<file path="config.mk">
export PLATFORM = sky130hd
export DESIGN_NAME = utf8_stream_decoder_unit
export DESIGN_NICKNAME = d
export VERILOG_FILES = /design/src/hw/rtl/u8d_pkg.sv /design/src/hw/rtl/utf8_stream_decoder_unit.sv /design/src/hw/rtl/u8d_front.sv /design/src/hw/rtl/u8d_queue.sv /design/src/hw/rtl/u8d_back.sv
export SDC_FILE = /design/constraint.sdc
export NUM_CORES = 1
export LEC_CHECK = 0
export BUFFER_PORTS_ARGS = -buffer_cell sky130_fd_sc_hd__clkbuf_2
export CELL_PAD_IN_SITES_DETAIL_PLACEMENT = 1
export CELL_PAD_IN_SITES_GLOBAL_PLACEMENT = 1
export CORE_ASPECT_RATIO = 0.5
export CORE_MARGIN = 2
export CORE_UTILIZATION = 41
export CTS_BUF_LIST = sky130_fd_sc_hd__clkbuf_8
export DETAILED_ROUTE_END_ITERATION = 10
export PLACE_DENSITY = 0.76
export SYNTH_ARGS = -nofsm -noshare
export SYNTH_HDL_FRONTEND = slang
export SYNTH_SLANG_ARGS = --single-unit
export TNS_END_PERCENT = 30
</file>
<file path="constraint.sdc">
create_clock -name clk_i -period 5.36 [get_ports clk_i]
set_clock_uncertainty 0.15 [all_clocks]
set_input_delay 0.536 -clock clk_i [delete_from_list [all_inputs] [get_ports clk_i]]
set_output_delay 0.536 -clock clk_i [all_outputs]
set_load 0.005 [all_outputs]
</file>
<file path="src/hw/rtl/u8d_pkg.sv">
package u8d_pkg;

  localparam int unsigned QueueDepthDef = 2;

  localparam int unsigned CpW = 21;
  localparam int unsigned CntW = 32;
  localparam int unsigned OutDataW = 96;

  typedef enum logic [2:0] {
    CLS_ASCII = 3'd0,
    CLS_CONT  = 3'd1,
    CLS_LEAD2 = 3'd2,
    CLS_LEAD3 = 3'd3,
    CLS_LEAD4 = 3'd4,
    CLS_BAD   = 3'd5,
    CLS_END   = 3'd6
  } byte_class_e;

  typedef enum logic [1:0] {
    ST_OK        = 2'd0,
    ST_BAD_LEAD  = 2'd1,
    ST_BAD_CONT  = 2'd2,
    ST_TRUNCATED = 2'd3
  } status_e;

  typedef struct packed {
    byte_class_e cls;
    logic [7:0]  data;
  } q_entry_t;

  function automatic byte_class_e classify(logic [7:0] b, logic last);
    byte_class_e c;
    if (last) begin
      c = CLS_END;
    end else if (b <= 8'h7f) begin
      c = CLS_ASCII;
    end else if (b <= 8'hbf) begin
      c = CLS_CONT;
    end else if (b <= 8'hdf) begin
      c = CLS_LEAD2;
    end else if (b <= 8'hef) begin
      c = CLS_LEAD3;
    end else if (b <= 8'hf7) begin
      c = CLS_LEAD4;
    end else begin
      c = CLS_BAD;
    end
    return c;
  endfunction

endpackage

</file>
<file path="src/hw/rtl/utf8_stream_decoder_unit.sv">
// Streaming UTF-8 decoder. Each request carries one byte in tdata, or an end of stream
// when tlast is high, in which case the byte is ignored and any pending sequence is
// reported as truncated. Lead bytes up to 0xF7 start sequences of two to four bytes, and
// one result is sent per finished character or per error, with byte offset and character
// index counters that wrap at 2^32. The block takes one request per clock cycle while the
// queue is not full: a front stage classifies the byte into a small queue, and the decode
// stage drains it at one entry per cycle into a registered output unless that output holds
// a result not yet taken. Output stalls backpressure the input once the queue fills.
module utf8_stream_decoder_unit
  import u8d_pkg::*;
#(
  parameter int unsigned QueueDepth = QueueDepthDef
) (
  input  logic                clk_i,
  input  logic                rst_ni,
  input  logic                s_axis_tvalid_i,
  output logic                s_axis_tready_o,
  input  logic [7:0]          s_axis_tdata_i,  // data_byte[7:0]
  input  logic                s_axis_tlast_i,
  output logic                m_axis_tvalid_o,
  input  logic                m_axis_tready_i,
  // code_point[20:0], status[22:21], seq_length[25:23], start_offset[57:26],
  // char_index[89:58], zero[95:90]
  output logic [OutDataW-1:0] m_axis_tdata_o
);

  logic     q_push;
  logic     q_full;
  logic     q_valid;
  logic     q_pop;
  q_entry_t q_wr_entry;
  q_entry_t q_rd_entry;

  u8d_front u_front (
    .s_axis_tvalid_i (s_axis_tvalid_i),
    .s_axis_tready_o (s_axis_tready_o),
    .s_axis_tdata_i  (s_axis_tdata_i),
    .s_axis_tlast_i  (s_axis_tlast_i),
    .q_full_i        (q_full),
    .q_push_o        (q_push),
    .q_entry_o       (q_wr_entry)
  );

  u8d_queue #(
    .Depth (QueueDepth)
  ) u_queue (
    .clk_i   (clk_i),
    .rst_ni  (rst_ni),
    .push_i  (q_push),
    .entry_i (q_wr_entry),
    .full_o  (q_full),
    .valid_o (q_valid),
    .pop_i   (q_pop),
    .entry_o (q_rd_entry)
  );

  u8d_back u_back (
    .clk_i           (clk_i),
    .rst_ni          (rst_ni),
    .q_valid_i       (q_valid),
    .q_entry_i       (q_rd_entry),
    .q_pop_o         (q_pop),
    .m_axis_tvalid_o (m_axis_tvalid_o),
    .m_axis_tready_i (m_axis_tready_i),
    .m_axis_tdata_o  (m_axis_tdata_o)
  );

  assert property (@(posedge clk_i) disable iff (!rst_ni)
    (s_axis_tvalid_i && s_axis_tready_o) |=> q_valid)
    else $error("accepted request did not reach the queue");

  assert property (@(posedge clk_i) disable iff (!rst_ni)
    (m_axis_tvalid_o && (m_axis_tdata_o[22:21] != ST_OK)) |-> (m_axis_tdata_o[20:0] == '0))
    else $error("error result carries a nonzero code point");

  assert property (@(posedge clk_i) disable iff (!rst_ni)
    (m_axis_tvalid_o && (m_axis_tdata_o[22:21] == ST_OK))
      |-> ((m_axis_tdata_o[25:23] != 3'd0) && (m_axis_tdata_o[25:23] <= 3'd4)))
    else $error("valid character with impossible sequence length");

  assert property (@(posedge clk_i) disable iff (!rst_ni)
    (m_axis_tvalid_o && (m_axis_tdata_o[22:21] == ST_TRUNCATED))
      |-> ((m_axis_tdata_o[25:23] != 3'd0) && (m_axis_tdata_o[25:23] <= 3'd3)))
    else $error("truncated sequence with impossible length");

endmodule

</file>
<file path="src/hw/rtl/u8d_front.sv">
module u8d_front
  import u8d_pkg::*;
(
  input  logic       s_axis_tvalid_i,
  output logic       s_axis_tready_o,
  input  logic [7:0] s_axis_tdata_i,
  input  logic       s_axis_tlast_i,
  input  logic       q_full_i,
  output logic       q_push_o,
  output q_entry_t   q_entry_o
);

  assign s_axis_tready_o = !q_full_i;
  assign q_push_o        = s_axis_tvalid_i && !q_full_i;

  always_comb begin
    q_entry_o.cls  = classify(s_axis_tdata_i, s_axis_tlast_i);
    q_entry_o.data = s_axis_tdata_i;
  end

endmodule

</file>
<file path="src/hw/rtl/u8d_queue.sv">
module u8d_queue
  import u8d_pkg::*;
#(
  parameter int unsigned Depth = QueueDepthDef
) (
  input  logic     clk_i,
  input  logic     rst_ni,
  input  logic     push_i,
  input  q_entry_t entry_i,
  output logic     full_o,
  output logic     valid_o,
  input  logic     pop_i,
  output q_entry_t entry_o
);

  localparam int unsigned AddrW = (Depth > 1) ? $clog2(Depth) : 1;
  localparam int unsigned CountW = $clog2(Depth + 1);

  q_entry_t          mem_q [Depth];
  logic [AddrW-1:0]  wr_ptr_q, wr_ptr_d;
  logic [AddrW-1:0]  rd_ptr_q, rd_ptr_d;
  logic [CountW-1:0] count_q, count_d;

  assign full_o  = (count_q == CountW'(Depth));
  assign valid_o = (count_q != '0);
  assign entry_o = mem_q[rd_ptr_q];

  always_comb begin
    wr_ptr_d = wr_ptr_q;
    rd_ptr_d = rd_ptr_q;
    count_d  = count_q;
    if (push_i) begin
      wr_ptr_d = (wr_ptr_q == AddrW'(Depth - 1)) ? '0 : wr_ptr_q + AddrW'(1);
    end
    if (pop_i) begin
      rd_ptr_d = (rd_ptr_q == AddrW'(Depth - 1)) ? '0 : rd_ptr_q + AddrW'(1);
    end
    if (push_i && !pop_i) begin
      count_d = count_q + CountW'(1);
    end else if (!push_i && pop_i) begin
      count_d = count_q - CountW'(1);
    end
  end

  always_ff @(posedge clk_i or negedge rst_ni) begin
    if (!rst_ni) begin
      wr_ptr_q <= '0;
      rd_ptr_q <= '0;
      count_q  <= '0;
    end else begin
      wr_ptr_q <= wr_ptr_d;
      rd_ptr_q <= rd_ptr_d;
      count_q  <= count_d;
    end
  end

  always_ff @(posedge clk_i) begin
    if (push_i) begin
      mem_q[wr_ptr_q] <= entry_i;
    end
  end

endmodule

</file>
<file path="src/hw/rtl/u8d_back.sv">
module u8d_back
  import u8d_pkg::*;
(
  input  logic                clk_i,
  input  logic                rst_ni,
  input  logic                q_valid_i,
  input  q_entry_t            q_entry_i,
  output logic                q_pop_o,
  output logic                m_axis_tvalid_o,
  input  logic                m_axis_tready_i,
  output logic [OutDataW-1:0] m_axis_tdata_o
);

  logic [CpW-1:0]  acc_q, acc_d;
  logic [1:0]      rem_q, rem_d;
  logic [2:0]      len_q, len_d;
  logic [CntW-1:0] byte_cnt_q, byte_cnt_d;
  logic [CntW-1:0] char_cnt_q, char_cnt_d;
  logic [CntW-1:0] start_q, start_d;

  logic            out_valid_q, out_valid_d;
  logic [CpW-1:0]  out_cp_q;
  status_e         out_st_q;
  logic [2:0]      out_len_q;
  logic [CntW-1:0] out_start_q;
  logic [CntW-1:0] out_char_q;

  logic            emit;
  logic [CpW-1:0]  emit_cp;
  status_e         emit_st;
  logic [2:0]      emit_len;
  logic [CntW-1:0] emit_start;
  logic [CpW-1:0]  acc_shift;

  assign q_pop_o   = q_valid_i && (!out_valid_q || m_axis_tready_i);
  assign acc_shift = {acc_q[CpW-7:0], q_entry_i.data[5:0]};

  always_comb begin
    acc_d      = acc_q;
    rem_d      = rem_q;
    len_d      = len_q;
    byte_cnt_d = byte_cnt_q;
    char_cnt_d = char_cnt_q;
    start_d    = start_q;
    emit       = 1'b0;
    emit_cp    = '0;
    emit_st    = ST_OK;
    emit_len   = 3'd1;
    emit_start = byte_cnt_q;

    if (q_pop_o) begin
      if (q_entry_i.cls == CLS_END) begin
        if (rem_q != 2'd0) begin
          emit       = 1'b1;
          emit_st    = ST_TRUNCATED;
          emit_len   = len_q - {1'b0, rem_q};
          emit_start = start_q;
          acc_d      = '0;
          rem_d      = 2'd0;
          len_d      = 3'd0;
        end
      end else begin
        byte_cnt_d = byte_cnt_q + CntW'(1);
        if (rem_q != 2'd0) begin
          emit_start = start_q;
          if (q_entry_i.cls != CLS_CONT) begin
            emit     = 1'b1;
            emit_st  = ST_BAD_CONT;
            emit_len = len_q - {1'b0, rem_q} + 3'd1;
            acc_d    = '0;
            rem_d    = 2'd0;
            len_d    = 3'd0;
          end else if (rem_q == 2'd1) begin
            emit       = 1'b1;
            emit_cp    = acc_shift;
            emit_len   = len_q;
            char_cnt_d = char_cnt_q + CntW'(1);
            acc_d      = '0;
            rem_d      = 2'd0;
            len_d      = 3'd0;
          end else begin
            acc_d = acc_shift;
            rem_d = rem_q - 2'd1;
          end
        end else begin
          case (q_entry_i.cls)
            CLS_ASCII: begin
              emit       = 1'b1;
              emit_cp    = CpW'(q_entry_i.data[6:0]);
              char_cnt_d = char_cnt_q + CntW'(1);
            end
            CLS_LEAD2: begin
              start_d = byte_cnt_q;
              acc_d   = CpW'(q_entry_i.data & 8'h1f);
              rem_d   = 2'd1;
              len_d   = 3'd2;
            end
            CLS_LEAD3: begin
              start_d = byte_cnt_q;
              acc_d   = CpW'(q_entry_i.data & 8'h0f);
              rem_d   = 2'd2;
              len_d   = 3'd3;
            end
            CLS_LEAD4: begin
              start_d = byte_cnt_q;
              acc_d   = CpW'(q_entry_i.data & 8'h07);
              rem_d   = 2'd3;
              len_d   = 3'd4;
            end
            default: begin
              emit    = 1'b1;
              emit_st = ST_BAD_LEAD;
            end
          endcase
        end
      end
    end
  end

  always_comb begin
    out_valid_d = out_valid_q;
    if (q_pop_o) begin
      out_valid_d = emit;
    end else if (m_axis_tready_i) begin
      out_valid_d = 1'b0;
    end
  end

  always_ff @(posedge clk_i or negedge rst_ni) begin
    if (!rst_ni) begin
      acc_q       <= '0;
      rem_q       <= 2'd0;
      len_q       <= 3'd0;
      byte_cnt_q  <= '0;
      char_cnt_q  <= '0;
      start_q     <= '0;
      out_valid_q <= 1'b0;
    end else begin
      acc_q       <= acc_d;
      rem_q       <= rem_d;
      len_q       <= len_d;
      byte_cnt_q  <= byte_cnt_d;
      char_cnt_q  <= char_cnt_d;
      start_q     <= start_d;
      out_valid_q <= out_valid_d;
    end
  end

  always_ff @(posedge clk_i) begin
    if (q_pop_o && emit) begin
      out_cp_q    <= emit_cp;
      out_st_q    <= emit_st;
      out_len_q   <= emit_len;
      out_start_q <= emit_start;
      out_char_q  <= char_cnt_q;
    end
  end

  assign m_axis_tvalid_o = out_valid_q;
  assign m_axis_tdata_o  = {6'd0, out_char_q, out_start_q, out_len_q, out_st_q, out_cp_q};

endmodule
</file>
==> results.yml, run 1 <==
timing:
  drv_slew: 0
  period_needed_ps: 3800
  finalSetupTns_ps: 0
  worst_slew_pin_slew_ps: 1270
  final.period_utilization: 0.709
  hold_viol_final: 0
  max-slew-margin-rel: 0.151
  rsz0062_at_grt: "false"
  max_freq_mhz: 263
  finalSetupViolations: 0
die:
  start_util: 0.421
  die_width_um: 221
  die-area_um2: 25000
  num_rows: 39
  die_h_um: 113
  io_pins: 111
  core_area_um2: 23000
synthesis:
  ys_types: 55
  async_reset_ff_frac: 0.524
  synthesis.area_um2: 9690
  avgSynthCellArea_um2: 14.1
  yosysSeqAreaShare: 0.653
  ys_ff_latch: 231
  synth-main-ff-cell: "dfrtp_1"
  yosys_warnings: 0
  synth_edf_count: 110
  syn_inst: 687
setup_path:
  slowest_delay_ps: 890
  crit_path_start: "u_queue.rd_ptr_q$_DFFE_PN0P_"
  critPathCaptureType: "flop"
  crit_slowest_cell: "and3_4"
  path_buf_inv: 1
  crit_fanout: 85
  crit_type: "reg -> reg"
  cpLargestDelayFamily: "simple AND/OR/NAND/NOR gates"
  crit_chain: "mux2i_1 > nor2_1 > nand2_1 > and3_4 > buf_4"
  crit_arrival_ps: 3870
  reg2reg_from: "u_queue.rd_ptr_q$_DFFE_PN0P_"
  worstPathRequired_ps: 5430
  cp-start-kind: "flop"
cts:
  cts_made_buffers: 36
  clk_root_buffer_cell: "clkbuf_8"
  htreeDepth: 2
  clock_latency_ps: 520
  clockBufferDepth: 3
  cts.reportedPaths.clkPinSlew_ps: 70
  cts_hold_buf: 1
  ctsResizeCount: 0
  cts.sinks: 231
  post_cts_buffers: 0
  cts_tree: "built"
worst_hold_path:
  hp-class: "in -> reg"
  worstHoldStart: "s_axis_tdata_i[0]"
power_and_ir_drop:
  leakage_nw: 4.91
  vdd_drop_max_uv: 405
  powerDensity_nw_per_um2: 527
  finalPower_mw: 5.86
placed_design:
  dpl.cell_count: 1079
  dp_hpwl_mm: 13.9
  gp_congestion: 0.828
  port_buffers: 104
run_status:
  status: "finished, violations left"
  violations: "DRC"
detailed_routing:
  post_drt_wl_per_cell_um: 17.7
  vias_per_cell: 5.08
  drt-pass1-iter-count: 7
  ant_nets: 0
  vias: 5816
  drc: 3
  drt_wl_total_mm: 20.2
  first_iter_violations: 259
final_layout:
  regArea_um2: 6330
  final_cells: 1145
  fillers: 2376
  final_layout_size_suffix_gt1_frac: 0.292
  multi_input_area_um2: 3160
  final_common_cell: "dfrtp_1"
  synthToLayoutAreaGrowth_pct: 14.8
  fin_nets: 833
  n_antenna_cell: 0
  layout_common_cells: "dfrtp_1, edfxtp_1, clkbuf_2, mux2_2, nand2_1"
run:
  maxCapViolCount: 0
global_routing:
  antenna_found_initial: 0
  grt_pass1_wl_mm: 32.9
  grt_pass1_vias: 6285
  grt_util_all_layers: 0.165
  grt_overflow: 0
  grt_max_degree: 86
through the flow:
step                      utilization  setup WS [ps]  cell area, um^2  hold slack (ps)
after floorplan                     -           1410             9710             90.4
after global placement          0.455           1900            10500              291
after detailed placement        0.455           1650            10500              304
after CTS                       0.483           1630            11100             36.6
after global routing            0.483           1420            11100             39.9
final                           0.483           1560            11100             63.7
worst reg2reg max path, cell delays in order (launching register included):
cell,delay (ps)
dfrtp_1,790
mux2i_1,880
nor2_1,110
nand2_1,150
and3_4,900
buf_4,530
state kept, by name, summed over array words and instances, names as in the netlist:
name,count
u_back.byte_cnt_q,32
u_back.char_cnt_q,32
u_back.out_char_q,32
u_back.out_start_q,32
u_back.start_q,32
u_back.out_cp_q,21
u_queue.mem_q,20
u_back.acc_q,15
u_back.len_q,3
u_back.out_len_q,3
u_back.out_st_q,2
u_back.rem_q,2
u_queue.count_q,2
u_back.m_axis_tvalid_o,1
u_queue.rd_ptr_q,1
u_queue.wr_ptr_q,1
kinds of logic (layout without fill, tap and decap cells):
group                      after synthesis  after routing  share of synthesized area
AOI/OAI and AO/OA                       49             49                     0.0337
other                                    1              6                   0.000387
and+or+nand+nor                        203            203                      0.117
buffers and inverters                   43            189                     0.0257
muxes                                   83             83                     0.0960
xor gates and xnor gates                68             68                     0.0614
DFF                                    231            231                      0.653
adders and majority gates                9              9                     0.0124
final cells by class:
class / instances / area share
clock inverters: 27 / 0.0100
multi-input cells: 418 / 0.284
repair buffers: 110 / 0.0513
well taps: 307 / 0.0345
flip-flops and latches: 231 / 0.569
clock buffers: 38 / 0.0470
inverters: 14 / 0.00472
cell usage after synthesis, types with 2 or more instances:
cell type,instances,area [um^2]
a21oi_1,9,45.0
nand3b_1,2,15.0
ha_1,8,100
a22o_1,4,35.0
nand4_1,14,87.6
a21o_1,2,15.0
a2111oi_0,2,17.5
clkbuf_1,6,22.5
mux2_2,68,766
nor4_2,2,25.0
nor2_1,28,105
mux2_1,8,90.1
buf_4,11,82.6
o22ai_1,2,12.5
mux2i_1,6,60.1
xnor2_1,40,350
and3_1,14,87.6
inv_1,13,48.8
buf_2,7,35.0
xor2_1,28,245
o21ai_0,17,85.1
dfrtp_1,121,3030
nand2b_1,3,18.8
or2_2,2,12.5
and2_1,16,100
edfxtp_1,110,3300
nor3_2,10,100
nor2b_1,3,18.8
o31ai_1,3,22.5
nor3_1,14,70.1
buf_6,5,56.3
nand3_1,22,110
and4_1,10,87.6
nand2_1,56,210
worst paths after layout:
path / to / slack (ps) / cells after the start
setup reg to reg: u_back.out_char_q[12]$_DFFE_PP_ / 1560 / 5
hold / removal: u_queue.mem_q[0][0]$_DFFE_PP_ / 60 / 1
min in group asynchronous: u_back.acc_q[12]$_DFFE_PN0P_ / 350 / 2
hold reg to reg: u_back.out_char_q[14]$_DFFE_PP_ / 310 / 0
setup / recovery: u_back.out_char_q[12]$_DFFE_PP_ / 1560 / 5
max in group asynchronous: u_back.start_q[18]$_DFFE_PN0P_ / 3690 / 3
report_power, final:
part / total, mW / switching [mW] / internal (mW)
Sequential: 2.80 / 0.268 / 2.53
Clock: 1.32 / 0.660 / 0.656
Combinational: 1.75 / 1.07 / 0.677
layer usage:
| layer | wire [um] | share of wire | vias up | GRT usage |
|---|---|---|---|---|
| li1 | - | - | 2709 | - |
| met1 | 9060 | 0.45 | 2972 | 0.213 |
| met2 | 9970 | 0.49 | 100 | 0.279 |
| met3 | 759 | 0.038 | 35 | 0.0340 |
| met4 | 446 | 0.022 | 0 | 0.0586 |
| met5 | 0 | 0 | - | 0 |
Note: power is estimated with default switching activity, not from simulation.
==> run 2, diff against run 1 <==
--- a/config.mk
+++ b/config.mk
@@ -5,6 +5,7 @@
 export SDC_FILE = /design/constraint.sdc
 export NUM_CORES = 1
 export LEC_CHECK = 0
+export ABC_AREA = 1
 export BUFFER_PORTS_ARGS = -buffer_cell sky130_fd_sc_hd__clkbuf_2
 export CELL_PAD_IN_SITES_DETAIL_PLACEMENT = 1
 export CELL_PAD_IN_SITES_GLOBAL_PLACEMENT = 1
@@ -13,7 +14,7 @@
 export CORE_UTILIZATION = 41
 export CTS_BUF_LIST = sky130_fd_sc_hd__clkbuf_8
 export DETAILED_ROUTE_END_ITERATION = 10
-export PLACE_DENSITY = 0.76
+export PLACE_DENSITY = 0.84
 export SYNTH_ARGS = -nofsm -noshare
 export SYNTH_HDL_FRONTEND = slang
 export SYNTH_SLANG_ARGS = --single-unit
==> constraint.sdc (replaced) <==
create_clock -name clk_i -period 3.15 [get_ports clk_i]
set_clock_uncertainty 0.15 [all_clocks]
set_input_delay 0.315 -clock clk_i [delete_from_list [all_inputs] [get_ports clk_i]]
set_output_delay 0.315 -clock clk_i [all_outputs]
set_load 0.005 [all_outputs]
==> results.yml, run 2 <==
run_status:
  status: "complete, no violations"
die:
  die_width_um: 234
  num_rows: 41
  die-area_um2: 27800
  core_area_um2: 25500
  start_util: 0.424
  die_h_um: 119
  io_pins: 111
cts:
  ctsResizeCount: 0
  clk_root_buffer_cell: "clkbuf_8"
  clockBufferDepth: 3
  clock_latency_ps: 540
  cts_tree: "built"
  cts_made_buffers: 36
  cts.sinks: 231
  cts_hold_buf: 9
  post_cts_buffers: 0
  htreeDepth: 2
  cts.reportedPaths.clkPinSlew_ps: 70
synthesis:
  ys_ff_latch: 231
  ys_types: 34
  avgSynthCellArea_um2: 8.73
  synth_xor_area_frac: 0.0259
  yosys.area.top_type: "edfxtp_1"
  yosysSeqAreaShare: 0.585
  synthesis.area_um2: 10800
  syn_inst: 1240
  synth_compound_area_frac: 0.0464
  synth_top_family_by_area: "simple AND/OR/NAND/NOR gates"
  synth_top_area_share: 0.305
  synth_most_common_cell: "nand2_1"
  post_synth_most_frequent_cells: "nand2_1, nor2_1, dfrtp_1"
  synth_mux_area_frac: 0.00278
  netlist_top_cells_area: "edfxtp_1, dfrtp_1, nand2_1"
  synth-simple-area-share: 0.272
  synth_edf_count: 110
  yosys_warnings: 0
  synthAdderAreaFrac: 0.0111
  async_reset_ff_frac: 0.524
  synth-main-ff-cell: "dfrtp_1"
detailed_routing:
  vias_per_cell: 4.99
  first_iter_violations: 641
  drt-pass1-iter-count: 5
  post_drt_wl_per_cell_um: 16.4
  ant_nets: 0
  drc: 0
  drt_wl_total_mm: 28.5
  vias: 8666
global_routing:
  grt_max_degree: 66
  grt_util_all_layers: 0.211
  grt_pass1_wl_mm: 46.7
  grt_pass1_vias: 9253
  grt_overflow: 0
  antenna_found_initial: 0
power_and_ir_drop:
  intPower_mw: 6.76
  powerDensity_nw_per_um2: 871
  pwr-share-clk: 0.232
  swShare: 0.378
  netSwitchingPower_mw: 4.10
  combPwrFrac: 0.325
  finalPower_mw: 10.9
  seqPwrFrac: 0.442
  leakage_nw: 5.61
  vdd_drop_max_uv: 860
setup_path:
  crit_fanout: 37
  cp-start-kind: "flop"
  worstPathRequired_ps: 3170
  crit_arrival_ps: 2780
  critPathCaptureType: "flop"
  crit_type: "reg -> reg"
placed_design:
  place_area_um2: 11700
  port_buffers: 104
  dp_hpwl_mm: 20.2
  gp_congestion: 0.917
final_layout:
  final_layout_size_suffix_gt1_frac: 0.133
  synthToLayoutAreaGrowth_pct: 15.2
  n_antenna_cell: 0
  fillers: 3072
  fin_nets: 1390
  final_common_cell: "nand2_1"
  layout_common_cells: "nand2_1, nor2_1, dfrtp_1, inv_1, edfxtp_1"
  fin_util: 0.488
  stdcell_area_um2: 12500
  regArea_um2: 6330
  multi_input_area_um2: 3900
run:
  maxCapViolCount: 0
timing:
  finalSetupTns_ps: 0
  final.period_utilization: 0.878
  hold_viol_final: 0
  max_freq_mhz: 362
  max-slew-margin-rel: 0.389
  worst_slew_pin_slew_ps: 913
  drv_slew: 0
  period_needed_ps: 2770
  finalSetupViolations: 0
  rsz0062_at_grt: "false"
worst_hold_path:
  hp-class: "in -> reg"
run 2: cell types whose count changed in the layout (fill, tap and decap cells not counted), sizes merged, moves of 21 or more:
cell,delta
nor3,-23
nor2,+117
xnor2,-33
o21ai,+72
nand3,+21
nand2,+457
mux2,-77
inv,+78
run 2: cells by family (layout without fill, tap and decap cells):
family | after synthesis | after routing
and+or+nand+nor | 727 | 727
other | 1 | 6
xor gates and xnor gates | 32 | 32
AOI/OAI and AO/OA | 98 | 98
adders and majority gates | 9 | 9
buffers and inverters | 139 | 286
muxes | 3 | 3
DFF | 231 | 231
run 2: stage by stage:
stage,hold slack [ps],setup slack (ps),instances
finish,25.4,385,1736
global route,14.1,140,1736
CTS,1.50,399,1736
detailed placement,303,448,1665
global placement,295,634,1665
floorplan,-131,28.2,1245
run 2: worst paths after layout:
path                                                       to                            from  slack, ps  cells after the start
setup / recovery              u_back.out_char_q[27]$_DFFE_PP_    u_queue.rd_ptr_q$_DFFE_PN0P_        380                      9
hold / removal             u_back.m_axis_tvalid_o$_DFFE_PN0P_                 m_axis_tready_i         30                      4
hold reg to reg                u_back.start_q[27]$_DFFE_PN0P_  u_back.start_q[27]$_DFFE_PN0P_        340                      2
setup reg to reg              u_back.out_char_q[27]$_DFFE_PP_    u_queue.rd_ptr_q$_DFFE_PN0P_        380                      9
min in group asynchronous   u_back.char_cnt_q[20]$_DFFE_PN0P_                          rst_ni        280                      2
max in group asynchronous   u_back.byte_cnt_q[22]$_DFFE_PN0P_                          rst_ni       1870                      3
run 2: area by class of cell:
cell class                      instances  area share
Sequential cell                       231       0.508
Timing Repair Buffer                  122      0.0576
Clock inverter                         21      0.0108
Multi-Input combinational cell        875       0.313
Clock buffer                           41      0.0453
Tap cell                              344      0.0345
Inverter                              102      0.0310
run 2: power by group through the flow:
stage	sequential, mW	combinational, mW	clock, mW
5_1_grt	4.90	3.95	2.74
3_5_place_dp	4.87	3.55	0
3_3_place_gp	4.81	3.36	0
4_1_cts	4.82	3.58	2.59
6_report	4.80	3.53	2.52
2_1_floorplan	4.83	2.12	0
run 2: per-layer routing:
| layer | share of wire | routed length (um) | track usage | up-vias |
|---|---|---|---|---|
| li1 | - | - | - | 4177 |
| met3 | 0.037 | 1050 | 0.0345 | 42 |
| met1 | 0.44 | 12500 | 0.264 | 4292 |
| met5 | 0 | 0 | 0 | - |
| met2 | 0.50 | 14300 | 0.375 | 155 |
| met4 | 0.020 | 556 | 0.0597 | 0 |
run 2: critical path: stages, from the launching register on:
cell and delay (ps):
dfrtp_1 680, inv_2 200, nand2_1 140, nand2_1 130, nand2_1 140, nor2_4 60
nand2_2 120, nand4_1 200, clkinvlp_4 160, buf_4 400
